--- config.mk ---
export PLATFORM = sky130hd
export DESIGN_NAME = bytemap_rle_unpacker_top
export DESIGN_NICKNAME = d
export VERILOG_FILES = /design/src/rtl/bru_pkg.sv /design/src/rtl/bytemap_rle_unpacker_top.sv /design/src/rtl/bru_front.sv /design/src/rtl/bru_back.sv
export SDC_FILE = /design/constraint.sdc
export NUM_CORES = 1
export LEC_CHECK = 0
export CAP_MARGIN = 30
export CORE_MARGIN = 2
export CORE_UTILIZATION = 59
export DETAILED_ROUTE_END_ITERATION = 8
export DONT_BUFFER_PORTS = 1
export PLACE_DENSITY = 0.78
export SLEW_MARGIN = 30
export SYNTH_ARGS = -nofsm -noshare
export SYNTH_HDL_FRONTEND = slang
export SYNTH_SLANG_ARGS = --single-unit
--- constraint.sdc ---
create_clock -name clock -period 7.2 [get_ports clock]
set_input_delay 0.72 -clock clock [delete_from_list [all_inputs] [get_ports clock]]
set_output_delay 0.72 -clock clock [all_outputs]
set_load 0.02 [all_outputs]
--- src/rtl/bru_pkg.sv ---
// Package for the byte-map run-length unpacker: word types, codes and constants.
// Shared by bru_front, bru_back and bytemap_rle_unpacker_top; depends on nothing.
package bru_pkg;

   localparam int unsigned COUNT_WIDTH_DEFAULT = 24;
   localparam int unsigned QUEUE_DEPTH         = 4;
   localparam int unsigned LENGTH_WIDTH        = 24;

   localparam logic [7:0]              COPY_FLAG_VALUE     = 8'd1;
   localparam logic [2:0]              CODES_PER_CTRL      = 3'd4;
   localparam logic [1:0]              LONG_LENGTH_BYTES   = 2'd3;
   localparam logic [LENGTH_WIDTH-1:0] OUTPUT_LENGTH_RESET = 24'd1;

   localparam logic [1:0] CODE_ZERO    = 2'd0;
   localparam logic [1:0] CODE_REPEAT  = 2'd1;
   localparam logic [1:0] CODE_RUN     = 2'd2;
   localparam logic [1:0] CODE_LITERAL = 2'd3;

   typedef struct packed {
      logic [7:0] data_byte;
      logic       start_req;
   } bru_req_type;

   typedef struct packed {
      logic [7:0]              value;
      logic [LENGTH_WIDTH-1:0] count;
      logic                    buffer_done;
      logic                    item_last;
   } bru_rsp_type;

   typedef enum logic [1:0] {
      KIND_DATA,
      KIND_START_COPY,
      KIND_START_PACKED
   } kind_type;

   typedef struct packed {
      kind_type   kind;
      logic [7:0] data;
   } bru_word_type;

   typedef enum logic [2:0] {
      PH_IDLE,
      PH_CTRL,
      PH_VALUE,
      PH_LEN,
      PH_LONG,
      PH_LIT,
      PH_COPY,
      PH_RUN
   } phase_type;

   typedef struct packed {
      phase_type  phase;
      logic [2:0] left;
      logic [7:0] shift;
      logic       take;
      logic       pend_run;
      logic       wait_set;
   } resolve_type;

   // Decides how the code loop continues: stop, fetch a control byte, keep emitting
   // single bytes, or take a run or literal code and wait for its data.
   function automatic resolve_type bru_resolve(input logic rem_zero,
                                               input logic [2:0] left,
                                               input logic [7:0] shift);
      resolve_type r;
      logic [1:0]  code;
      code       = shift[1:0];
      r.phase    = PH_RUN;
      r.left     = left;
      r.shift    = shift;
      r.take     = 1'b0;
      r.pend_run = 1'b0;
      r.wait_set = 1'b0;
      if (rem_zero) begin
         r.phase = PH_IDLE;
      end else if (left == 3'd0) begin
         r.phase = PH_CTRL;
      end else if (code == CODE_ZERO || code == CODE_REPEAT) begin
         r.phase = PH_RUN;
      end else begin
         r.take     = 1'b1;
         r.pend_run = (code == CODE_RUN);
         r.left     = left - 3'd1;
         r.shift    = {2'b00, shift[7:2]};
         if (left == 3'd1) begin
            r.wait_set = 1'b1;
            r.phase    = PH_CTRL;
         end else begin
            r.phase = (code == CODE_RUN) ? PH_VALUE : PH_LIT;
         end
      end
      return r;
   endfunction

endpackage

--- src/rtl/bytemap_rle_unpacker_top.sv ---
// Top level of the byte-map run-length unpacker: length register, front queue and back end.
// Depends on bru_pkg, bru_front and bru_back.
//
// Each word on the req channel is one byte of a compressed buffer; start_req marks the flag
// byte that opens a buffer. The rsp channel returns value/count records; item_last marks the
// final record caused by an input byte and buffer_done the record that covers output_length.
// The csr channel writes output_length, which is always ready and is taken up by the next
// flag byte; it should only be written while the block is idle.
// Accepted words enter a four-word queue; the back end takes one word per cycle unless it is
// stepping through codes or the result is blocked, and emits at most one record per cycle into
// the result register, which drives rsp. The code loop handles one code per cycle; each zero
// or repeat code that a word's decoding reaches gives a single-byte record and holds the back
// end from the queue. While rsp_stall is high and a record waits, the result register holds,
// the back end pauses and the queue fills; req_stall rises once the queue is full.
// Synchronous reset empties the queue and the result register, returns the parser to waiting
// for a flag byte and sets output_length to 1.
module bytemap_rle_unpacker_top #(
   parameter int unsigned COUNT_WIDTH = bru_pkg::COUNT_WIDTH_DEFAULT
) (
   input  logic                             clock,
   input  logic                             reset,
   input  logic                             req_valid,
   output logic                             req_stall,
   input  bru_pkg::bru_req_type             req_word,
   output logic                             rsp_valid,
   input  logic                             rsp_stall,
   output bru_pkg::bru_rsp_type             rsp_word,
   input  logic                             csr_valid,
   output logic                             csr_ready,
   input  logic [bru_pkg::LENGTH_WIDTH-1:0] csr_data
);
   import bru_pkg::*;

   logic [LENGTH_WIDTH-1:0] output_length_ff, output_length_in;
   logic                    word_valid;
   bru_word_type            word;
   logic                    word_pop;

   assign csr_ready        = 1'b1;
   assign output_length_in = (csr_valid && csr_ready) ? csr_data : output_length_ff;

   always_ff @(posedge clock) begin
      if (reset) begin
         output_length_ff <= OUTPUT_LENGTH_RESET;
      end else begin
         output_length_ff <= output_length_in;
      end
   end

   bru_front u_front (
      .clock      (clock),
      .reset      (reset),
      .req_valid  (req_valid),
      .req_stall  (req_stall),
      .req_word   (req_word),
      .word_valid (word_valid),
      .word       (word),
      .word_pop   (word_pop)
   );

   bru_back #(
      .COUNT_WIDTH (COUNT_WIDTH)
   ) u_back (
      .clock         (clock),
      .reset         (reset),
      .output_length (output_length_ff),
      .word_valid    (word_valid),
      .word          (word),
      .word_pop      (word_pop),
      .rsp_valid     (rsp_valid),
      .rsp_stall     (rsp_stall),
      .rsp_word      (rsp_word)
   );

   // A record that completes the buffer ends decoding, so it is always the last for its byte.
   assert property (@(posedge clock) disable iff (reset)
      rsp_valid && rsp_word.buffer_done |-> rsp_word.item_last)
      else $error("buffer_done record not marked as last for its byte");

   assert property (@(posedge clock) disable iff (reset)
      rsp_valid |-> rsp_word.count != '0)
      else $error("record with zero count emitted");

   assert property (@(posedge clock) disable iff (reset)
      req_stall |-> word_valid)
      else $error("input stalled while the queue is empty");

   assert property (@(posedge clock) disable iff (reset)
      word_pop |-> word_valid && !(rsp_valid && rsp_stall))
      else $error("word taken from the queue while it is empty or the result is blocked");

endmodule

--- src/rtl/bru_front.sv ---
// Front end of the unpacker: accepts input words, classifies flag bytes and queues them.
// Depends on bru_pkg.
module bru_front (
   input  logic                   clock,
   input  logic                   reset,
   input  logic                   req_valid,
   output logic                   req_stall,
   input  bru_pkg::bru_req_type   req_word,
   output logic                   word_valid,
   output bru_pkg::bru_word_type  word,
   input  logic                   word_pop
);
   import bru_pkg::*;

   localparam int unsigned PTR_W  = (QUEUE_DEPTH > 1) ? $clog2(QUEUE_DEPTH) : 1;
   localparam int unsigned FILL_W = $clog2(QUEUE_DEPTH + 1);
   localparam logic [PTR_W-1:0]  PTR_LAST = PTR_W'(QUEUE_DEPTH - 1);
   localparam logic [FILL_W-1:0] FILL_MAX = FILL_W'(QUEUE_DEPTH);

   bru_word_type      queue_ff [QUEUE_DEPTH];
   logic [PTR_W-1:0]  wr_ptr_ff, wr_ptr_in;
   logic [PTR_W-1:0]  rd_ptr_ff, rd_ptr_in;
   logic [FILL_W-1:0] fill_ff, fill_in;
   logic              push;
   bru_word_type      classified;

   always_comb begin
      classified.data = req_word.data_byte;
      if (!req_word.start_req) begin
         classified.kind = KIND_DATA;
      end else if (req_word.data_byte == COPY_FLAG_VALUE) begin
         classified.kind = KIND_START_COPY;
      end else begin
         classified.kind = KIND_START_PACKED;
      end
   end

   assign req_stall  = (fill_ff == FILL_MAX);
   assign push       = req_valid && !req_stall;
   assign word_valid = (fill_ff != '0);
   assign word       = queue_ff[rd_ptr_ff];

   always_comb begin
      wr_ptr_in = wr_ptr_ff;
      rd_ptr_in = rd_ptr_ff;
      fill_in   = fill_ff;
      if (push) begin
         wr_ptr_in = (wr_ptr_ff == PTR_LAST) ? '0 : wr_ptr_ff + PTR_W'(1);
      end
      if (word_pop) begin
         rd_ptr_in = (rd_ptr_ff == PTR_LAST) ? '0 : rd_ptr_ff + PTR_W'(1);
      end
      if (push && !word_pop) begin
         fill_in = fill_ff + FILL_W'(1);
      end else if (!push && word_pop) begin
         fill_in = fill_ff - FILL_W'(1);
      end
   end

   always_ff @(posedge clock) begin
      if (reset) begin
         wr_ptr_ff <= '0;
         rd_ptr_ff <= '0;
         fill_ff   <= '0;
      end else begin
         wr_ptr_ff <= wr_ptr_in;
         rd_ptr_ff <= rd_ptr_in;
         fill_ff   <= fill_in;
      end
   end

   always_ff @(posedge clock) begin
      if (push) begin
         queue_ff[wr_ptr_ff] <= classified;
      end
   end

endmodule

--- src/rtl/bru_back.sv ---
// Back end of the unpacker: parses queued words, steps through control codes one a cycle
// while the result is not blocked, and drives the result register. Depends on bru_pkg.
module bru_back #(
   parameter int unsigned COUNT_WIDTH = bru_pkg::COUNT_WIDTH_DEFAULT
) (
   input  logic                                clock,
   input  logic                                reset,
   input  logic [bru_pkg::LENGTH_WIDTH-1:0]    output_length,
   input  logic                                word_valid,
   input  bru_pkg::bru_word_type               word,
   output logic                                word_pop,
   output logic                                rsp_valid,
   input  logic                                rsp_stall,
   output bru_pkg::bru_rsp_type                rsp_word
);
   import bru_pkg::*;

   phase_type              phase_ff, phase_in;
   logic [7:0]             shift_ff, shift_in;
   logic [2:0]             left_ff, left_in;
   logic                   pend_run_ff, pend_run_in;
   logic                   wait_ff, wait_in;
   logic [7:0]             lit_ff, lit_in;
   logic [7:0]             run_byte_ff, run_byte_in;
   logic [COUNT_WIDTH-1:0] run_cnt_ff, run_cnt_in;
   logic [1:0]             long_ff, long_in;
   logic [COUNT_WIDTH-1:0] rem_ff, rem_in;
   logic                   rsp_valid_ff, rsp_valid_in;
   bru_rsp_type            rsp_word_ff, rsp_word_in;

   logic                   step_ok;
   logic                   emit;
   logic [7:0]             emit_value;
   logic [COUNT_WIDTH-1:0] emit_cnt;
   logic [COUNT_WIDTH-1:0] rem_after;
   logic                   res_en;
   logic [COUNT_WIDTH-1:0] res_rem;
   logic [2:0]             res_left;
   logic [7:0]             res_shift;
   resolve_type            res;
   logic [COUNT_WIDTH+7:0] long_wide;
   logic [COUNT_WIDTH-1:0] long_cnt;
   logic [1:0]             long_next;
   logic [COUNT_WIDTH-1:0] finish_cnt;
   logic [COUNT_WIDTH-1:0] clamp_cnt;

   assign step_ok   = !rsp_valid_ff || !rsp_stall;
   assign word_pop  = step_ok && word_valid && (phase_ff != PH_RUN);
   assign rsp_valid = rsp_valid_ff;
   assign rsp_word  = rsp_word_ff;

   assign long_wide  = {run_cnt_ff, word.data};
   assign long_cnt   = (long_wide[COUNT_WIDTH+7:COUNT_WIDTH] != 8'd0) ? '1
                                                                      : long_wide[COUNT_WIDTH-1:0];
   assign long_next  = (long_ff != 2'd0) ? long_ff - 2'd1 : 2'd0;
   assign finish_cnt = (phase_ff == PH_LONG) ? long_cnt : COUNT_WIDTH'(word.data);
   assign clamp_cnt  = (finish_cnt < rem_ff) ? finish_cnt : rem_ff;
   assign res        = bru_resolve(res_rem == '0, res_left, res_shift);

   always_comb begin
      phase_in     = phase_ff;
      shift_in     = shift_ff;
      left_in      = left_ff;
      pend_run_in  = pend_run_ff;
      wait_in      = wait_ff;
      lit_in       = lit_ff;
      run_byte_in  = run_byte_ff;
      run_cnt_in   = run_cnt_ff;
      long_in      = long_ff;
      rem_in       = rem_ff;
      rsp_valid_in = rsp_valid_ff;
      rsp_word_in  = rsp_word_ff;
      emit         = 1'b0;
      emit_value   = 8'd0;
      emit_cnt     = COUNT_WIDTH'(1);
      rem_after    = rem_ff - COUNT_WIDTH'(1);
      res_en       = 1'b0;
      res_rem      = rem_after;
      res_left     = left_ff;
      res_shift    = shift_ff;

      if (step_ok && phase_ff == PH_RUN) begin
         emit       = 1'b1;
         emit_value = (shift_ff[1:0] == CODE_ZERO) ? 8'd0 : lit_ff;
         res_en     = 1'b1;
         res_left   = left_ff - 3'd1;
         res_shift  = {2'b00, shift_ff[7:2]};
      end else if (word_pop && word.kind != KIND_DATA) begin
         rem_in      = COUNT_WIDTH'(output_length);
         shift_in    = 8'd0;
         left_in     = 3'd0;
         pend_run_in = 1'b0;
         wait_in     = 1'b0;
         lit_in      = 8'd0;
         run_byte_in = 8'd0;
         run_cnt_in  = '0;
         long_in     = 2'd0;
         if (COUNT_WIDTH'(output_length) == '0) begin
            phase_in = PH_IDLE;
         end else if (word.kind == KIND_START_COPY) begin
            phase_in = PH_COPY;
         end else begin
            phase_in = PH_CTRL;
         end
      end else if (word_pop) begin
         case (phase_ff)
            PH_COPY: begin
               emit       = 1'b1;
               emit_value = word.data;
               if (rem_after == '0) begin
                  phase_in = PH_IDLE;
               end
            end
            PH_CTRL: begin
               shift_in = word.data;
               left_in  = CODES_PER_CTRL;
               if (wait_ff) begin
                  wait_in  = 1'b0;
                  phase_in = pend_run_ff ? PH_VALUE : PH_LIT;
               end else begin
                  res_en    = 1'b1;
                  res_rem   = rem_ff;
                  res_left  = CODES_PER_CTRL;
                  res_shift = word.data;
               end
            end
            PH_LIT: begin
               lit_in     = word.data;
               emit       = 1'b1;
               emit_value = word.data;
               res_en     = 1'b1;
            end
            PH_VALUE: begin
               run_byte_in = word.data;
               phase_in    = PH_LEN;
            end
            PH_LEN: begin
               if (word.data == 8'd0) begin
                  run_cnt_in = '0;
                  long_in    = LONG_LENGTH_BYTES;
                  phase_in   = PH_LONG;
               end else begin
                  run_cnt_in = finish_cnt;
                  emit       = (clamp_cnt != '0);
                  emit_value = run_byte_ff;
                  emit_cnt   = clamp_cnt;
                  rem_after  = rem_ff - clamp_cnt;
                  res_en     = 1'b1;
                  res_rem    = rem_ff - clamp_cnt;
               end
            end
            PH_LONG: begin
               run_cnt_in = long_cnt;
               long_in    = long_next;
               if (long_next == 2'd0) begin
                  emit       = (clamp_cnt != '0);
                  emit_value = run_byte_ff;
                  emit_cnt   = clamp_cnt;
                  rem_after  = rem_ff - clamp_cnt;
                  res_en     = 1'b1;
                  res_rem    = rem_ff - clamp_cnt;
               end
            end
            default: begin
               phase_in = PH_IDLE;
            end
         endcase
      end

      if (res_en) begin
         phase_in = res.phase;
         left_in  = res.left;
         shift_in = res.shift;
         if (res.take) begin
            pend_run_in = res.pend_run;
            if (res.wait_set) begin
               wait_in = 1'b1;
            end
         end
      end

      if (emit) begin
         rem_in                  = rem_after;
         rsp_valid_in            = 1'b1;
         rsp_word_in.value       = emit_value;
         rsp_word_in.count       = LENGTH_WIDTH'(emit_cnt);
         rsp_word_in.buffer_done = (rem_after == '0);
         rsp_word_in.item_last   = !res_en || (res.phase != PH_RUN);
      end else if (!rsp_stall) begin
         rsp_valid_in = 1'b0;
      end
   end

   always_ff @(posedge clock) begin
      if (reset) begin
         phase_ff     <= PH_IDLE;
         shift_ff     <= 8'd0;
         left_ff      <= 3'd0;
         pend_run_ff  <= 1'b0;
         wait_ff      <= 1'b0;
         lit_ff       <= 8'd0;
         run_byte_ff  <= 8'd0;
         run_cnt_ff   <= '0;
         long_ff      <= 2'd0;
         rem_ff       <= '0;
         rsp_valid_ff <= 1'b0;
      end else begin
         phase_ff     <= phase_in;
         shift_ff     <= shift_in;
         left_ff      <= left_in;
         pend_run_ff  <= pend_run_in;
         wait_ff      <= wait_in;
         lit_ff       <= lit_in;
         run_byte_ff  <= run_byte_in;
         run_cnt_ff   <= run_cnt_in;
         long_ff      <= long_in;
         rem_ff       <= rem_in;
         rsp_valid_ff <= rsp_valid_in;
      end
   end

   always_ff @(posedge clock) begin
      rsp_word_ff <= rsp_word_in;
   end

endmodule
==> out/results.txt, run 1 <==
outcome - complete, no violations
final hold slack - 0.342 ns
critical path class - reg -> reg
Ant. Diodes - 0
Synth area leaders - dfxtp_1 18%, edfxtp_1 17%, nor2_1 6.0%, nand2_1 4.8%, a21oi_1 4.3%
Seq/Total Area, Yosys - 34.4%
Worst VDD drop - 0.288 mV
die height - 154 um
vias in the first global route - 12740
Initial DRC Count - 1935
Worst path slowest cell - or4_4
post-DR wirelength/cell - 26.2 um
final hold vios - 0
final max-slew violation count - 0
Rel. slew slack - 30.9%
drt total wl - 50700 um
Mean Syn Cell Area - 8.15 sq um
DRC errors left - 0
GPL Wtd Cong - 1.06
initial antenna violation count - 0
Area Overhead vs Synth - 11.1%
CP peak stage delay - 0.60 ns
Post-synth top cells - 210 x nor2_1, 169 x nand2_1, 116 x dfxtp_1
Clock Latency Late Sink - 0.45 ns
count leader, synth - nor2_1
Antenna Nets Post-Route - 0
Synth Area in Compound Gates - 24.6%
H-tree depth - 4
Syn Nets - 1704
mux contribution to synthesized area - 5.40%
ys async rst share - 0%
worst path arrival time - 7.34 ns
Register Area - 4550 sq um
FF-to-FF setup slack - 0.21 ns
I/O pin cnt - 75
area of the multi-input gates - 8190 sq um
max-capacitance violation count - 0
Yosys top cell by area - dfxtp_1
HP Class - in -> reg
Initial Util - 60.4%
clk_skew - 0.0209 ns
RSZ-0062 raised after global routing - true
post-DR vias/cell - 7.08
PortBufs - 0
# fillers - 1812
Pleak - 5.43 nW
first-pass GRT wire length - 75900 um
top cell type's share of synthesized area - 17.6%
Layout Nets - 1719
post-synthesis register bit count - 190
mapped cell area - 13200 sq um
Die Span X - 154 um
Slew @ Worst Pin - 1.02 ns
CP startpoint - u_back.run_cnt_ff[18]
Synth Area in Simple Gates - 23.2%
crit share post-route - 97.0%
largest net degree at the start of global routing - 115
Vias - 13659
Critical Path End - u_back.left_ff[2]
Worst path most repeated cell - buf_4
power per cell area - 493 nW/um^2
fin util - 67.1%
num rows - 54
Peak Freq - 143 MHz
kind of end point of the critical path - flop
reg2reg start - u_back.run_cnt_ff[18]
Die Area - 23600 sq um
gr ovfl total - 0
Unique masters post-synth - 94
hpwl dp - 38200 um
largest family of logic cells by synthesized area - compound AO/OA/AOI/OAI gates
Total GRT Usage - 41.7%
reg2reg end - u_back.left_ff[2]
setup violators final - 0
Clock Tree Buf Depth - 2
Yosys warning count - 0
depth of the most critical reg-to-reg path - 28
CP required - 7.55 ns
post-synthesis xor/xnor area fraction - 2.98%
Main synth FF type - dfxtp_1
CP max FO - 6
Hold Buf Count CTS - 0
CTS tree - done
DRT Pass-1 Iters - 8
Adder-Cell Fraction of Synth Area - 4.52%
core area - 21900 sq um
total CTS buffers - 17
Worst-path clk slew - 0.08 ns
layout cell share with drive strength beyond 1 - 12.7%
Startpoint Class - flop
clock root cell - clkbuf_16
min Tclk post-route - 6.99 ns
Synth Instances - 1622
number of flops mapped to enable cells by yosys - 74
CTS sink count - 190
## logic make-up after synthesis
group	after synthesis
other	1
adder cells (fa/ha/maj)	48
multiplexers	58
flip-flops	190
buffers and inverters	163
AND/OR/NAND/NOR	643
XOR/XNOR	45
AO/OA/AOI/OAI	474
## layer usage
metal | vias up | track usage [%] | wire (um)
li1 | 6094 | - | -
met1 | 6373 | 57.8 | 19600
met2 | 1005 | 61.5 | 21500
met3 | 187 | 11.5 | 7030
met4 | 0 | 17.9 | 2540
met5 | - | 0 | 0
## layout by cell type, fill, tap and decap left out, types with 39 or more instances in the layout
cell        n
a21oi_1   112
a22oi_1    51
buf_4     109
dfxtp_1   115
edfxtp_1   74
ha_1       43
inv_1      44
mux2i_1    45
nand2_1   168
nor2_1    210
nor3_1     42
o21ai_0    67
xnor2_1    39
## flip-flops by register name, summed over array words and instances (netlist names), named ones only
register and count:
output_length_ff 24, u_back.left_ff 3, u_back.lit_ff 8, u_back.long_ff 2, u_back.pend_run_ff 1, u_back.phase_ff 3
u_back.rem_ff 24, u_back.rsp_valid 1, u_back.rsp_word 34, u_back.run_byte_ff 8, u_back.run_cnt_ff 24, u_back.shift_ff 8
u_back.wait_ff 1, u_front.fill_ff 3, u_front.queue_ff 40, u_front.rd_ptr_ff 2, u_front.wr_ptr_ff 2
## critical path, delay by kind of cell (launching register included)
kind,cells,cell delay (ns)
AO/OA/AOI/OAI,11,2.31
AND/OR/NAND/NOR,7,2.05
adder cells (fa/ha/maj),3,0.91
buffers and inverters,5,0.75
multiplexers,2,0.52
flip-flops,1,0.36
## layout make-up
class | count | share of cell area (%)
multi-input cells | 1269 | 55.7
flip-flops and latches | 190 | 30.9
repair buffers | 111 | 5.78
clock buffers | 18 | 2.92
well taps | 280 | 2.38
inverters | 48 | 1.23
clock inverters | 14 | 1.01
## stage by stage
stage | TNS, ns | setup slack [ns] | instance area (sq um) | instances | power (mW)
3_3_place_gp | 0 | 0.133 | 14000 | 1893 | 5.97
4_1_cts | 0 | 0.0341 | 14600 | 1926 | 6.96
6_report | 0 | 0.213 | 14700 | 1930 | 7.24
3_5_place_dp | -0.00465 | -0.00465 | 14000 | 1893 | 6.00
5_1_grt | -0.0431 | -0.0378 | 14700 | 1930 | 7.55
2_1_floorplan | 0 | 0.00175 | 13300 | 1622 | 4.55
## worst min-delay path by stage
stage | slack, ns | end | depth (start not counted) | from
final | 0.34 | output_length_ff[4] | 1 | reset
after global placement | 0.46 | u_back.shift_ff[5] | 2 | u_back.shift_ff[5]
after CTS | 0.33 | u_back.left_ff[2] | 1 | reset
after detailed placement | 0.47 | u_back.shift_ff[5] | 2 | u_back.shift_ff[5]
after floorplan | 0.45 | flop | 2 | u_front.rd_ptr_ff[1]
after global routing | 0.34 | output_length_ff[4] | 1 | reset
## power breakdown
group	internal [mW]	leakage, nW	switching (mW)
Combinational	1.66	3.58	3.23
Clock	0.464	0.283	0.488
Sequential	1.25	1.57	0.141
## timing repair
item,in CTS,in global routing
gates resized for setup,0,13
pin swaps,1,6
setup buffers,1,4
endpoints found under the setup margin,2,18
(Power assumes the default switching activity.)
==> run 2: changes to the inputs <==
--- a/config.mk
+++ b/config.mk
@@ -11,6 +11,7 @@
 export DETAILED_ROUTE_END_ITERATION = 8
 export DONT_BUFFER_PORTS = 1
 export PLACE_DENSITY = 0.78
+export SETUP_SLACK_MARGIN = 0.4
 export SLEW_MARGIN = 30
 export SYNTH_ARGS = -nofsm -noshare
 export SYNTH_HDL_FRONTEND = slang
==> run 2 against run 1 <==
Compared with the run above: register-to-register slack improved by 0.19 ns; critical endpoint unchanged; highest routed layer unchanged; total power rose by 6.9%; largest cell class unchanged; first-iteration DRC count rose by 15%; cell count rose by 0.83%; clock-buffer cell count did not move; fmax rose by 2.9%; worst setup slack improved by 0.19 ns; die area did not move.
==> out/results.txt, run 2 (same netlist as run 1, synthesis figures left out) <==
Hold Crit Depth - 1
Vias - 14084
Hold Buf Count CTS - 0
final hold vios - 0
vias in the first global route - 13124
core area - 21900 sq um
Die Area - 23600 sq um
total CTS buffers - 17
Rel. slew slack - 28.1%
clock root cell - clkbuf_16
setup violators final - 0
Area Overhead vs Synth - 16.0%
FF-to-FF setup slack - 0.41 ns
min Tclk post-route - 6.79 ns
post-DR vias/cell - 7.24
num rows - 54
die height - 154 um
Fin Setup TNS - 0 ns
DRT Pass-1 Iters - 6
Slew @ Worst Pin - 1.07 ns
H-tree depth - 4
Clock Tree Buf Depth - 2
post-DR wirelength/cell - 27.4 um
CP max FO - 7
Clock Latency Late Sink - 0.45 ns
PortBufs - 0
depth of the most critical reg-to-reg path - 28
Pleak - 5.61 nW
Initial Util - 60.4%
CTS sink count - 190
I/O pin cnt - 75
Antenna Nets Post-Route - 0
leading cell type in the layout, fill and taps excluded - nor2_1
Layout Nets - 1735
power per cell area - 504 nW/um^2
largest net degree at the start of global routing - 115
crit share post-route - 94.3%
CTS tree - done
Startpoint Class - flop
Peak Freq - 147 MHz
first-pass GRT wire length - 77600 um
gr ovfl total - 0
Die Span X - 154 um
clk_skew - 0.0199 ns
fin cells - 1946
hold path start - reset
Most flops, register - u_front.queue_ff
placed insts - 1875
Initial DRC Count - 2216
max-capacitance violation count - 0
Worst VDD drop - 0.449 mV
hpwl dp - 38200 um
DRC errors left - 0
Worst path slowest cell - or4_4
max reg flops - 40
initial antenna violation count - 0
HP Class - in -> reg
outcome - complete, no violations
final max-slew violation count - 0
GPL Wtd Cong - 1.07
CP required - 7.55 ns
worst path arrival time - 7.14 ns
final hold slack - 0.335 ns
layout cell share with drive strength beyond 1 - 16.9%
critical path class - reg -> reg
RSZ-0062 raised after global routing - true
reg2reg end - u_back.left_ff[2]
most frequent cells in the layout - 205 x nor2_1, 161 x nand2_1, 115 x buf_4, 109 x dfxtp_1, 106 x a21oi_1
Worst-path clk slew - 0.08 ns
CP peak stage delay - 0.59 ns
reg2reg start - u_back.run_cnt_ff[17]
Hold EP - u_front.fill_ff[1]
kind of end point of the critical path - flop
drt total wl - 53300 um
Ant. Diodes - 0
Total GRT Usage - 42.5%
## run 2: cell types whose count changed in the layout (fill, tap and decap cells not counted), sizes merged
cell	change
clkbuf	+4
inv	+1
clkinv	-1
buf	+12
## run 2: worst max path at each step
| stage | slack [ns] | cells after the start | endpoint | startpoint |
|---|---|---|---|---|
| after global routing | 0.18 | 30 | u_back.left_ff[2] | u_back.run_cnt_ff[18] |
| after global placement | 0.26 | 27 | u_back.left_ff[2] | u_back.run_cnt_ff[22] |
| after CTS | 0.40 | 26 | u_back.shift_ff[4] | u_back.run_cnt_ff[19] |
| after detailed placement | 0.23 | 25 | u_back.shift_ff[4] | u_back.run_cnt_ff[22] |
| after floorplan | 0.36 | 31 | u_back.left_ff[2] | u_back.run_cnt_ff[18] |
| final | 0.41 | 28 | u_back.left_ff[2] | u_back.run_cnt_ff[17] |
## run 2: per-layer routing
| metal | up-vias | share of wire, % | GRT usage, % |
|---|---|---|---|
| met4 | 0 | 5.2 | 19.0 |
| met1 | 6541 | 38 | 58.8 |
| met3 | 229 | 14 | 10.9 |
| li1 | 6131 | - | - |
| met5 | - | 0 | 0 |
| met2 | 1183 | 43 | 62.9 |
## run 2: per-stage QoR
stage / total power, mW / cell area, sq um / util, % / worst slack (ns)
2_1_floorplan: 4.63 / 13500 / - / 0.360
3_3_place_gp: 6.01 / 14000 / 64.2 / 0.265
3_5_place_dp: 6.04 / 14100 / 64.2 / 0.228
4_1_cts: 7.08 / 14800 / 67.4 / 0.403
5_1_grt: 8.05 / 15300 / 70.0 / 0.181
6_report: 7.73 / 15300 / 70.0 / 0.408
## run 2: critical path: cells and delay by family (launching register included)
| family | cells | cell delay, ns |
|---|---|---|
| simple gates | 10 | 2.56 |
| compound gates | 11 | 2.44 |
| buf+inv | 4 | 0.58 |
| fa+ha+maj | 2 | 0.45 |
| flops | 1 | 0.35 |
| mux | 1 | 0.31 |
## run 2: area by class of cell
cell class                      instances  area (sq um)
Fill cell                            1789          6560
Clock inverter                         14           149
Tap cell                              280           350
Multi-Input combinational cell       1269          8600
Timing Repair Buffer                  127          1060
Clock buffer                           18           429
Sequential cell                       190          4560
Inverter                               48           180
## run 2: repair_timing
item | CTS | global route
cloned | 0 | 3
buffers inserted | 5 | 31
pin swaps | 5 | 37
setup endpoints to repair | 14 | 18
resized for setup | 13 | 54
## run 2: report_power, final
part | leakage (nW) | internal, mW | switching, mW
clock | 0.284 | 0.464 | 0.493
combinational | 3.76 | 1.93 | 3.44
sequential | 1.57 | 1.26 | 0.148
total | 5.61 | 3.65 | 4.08
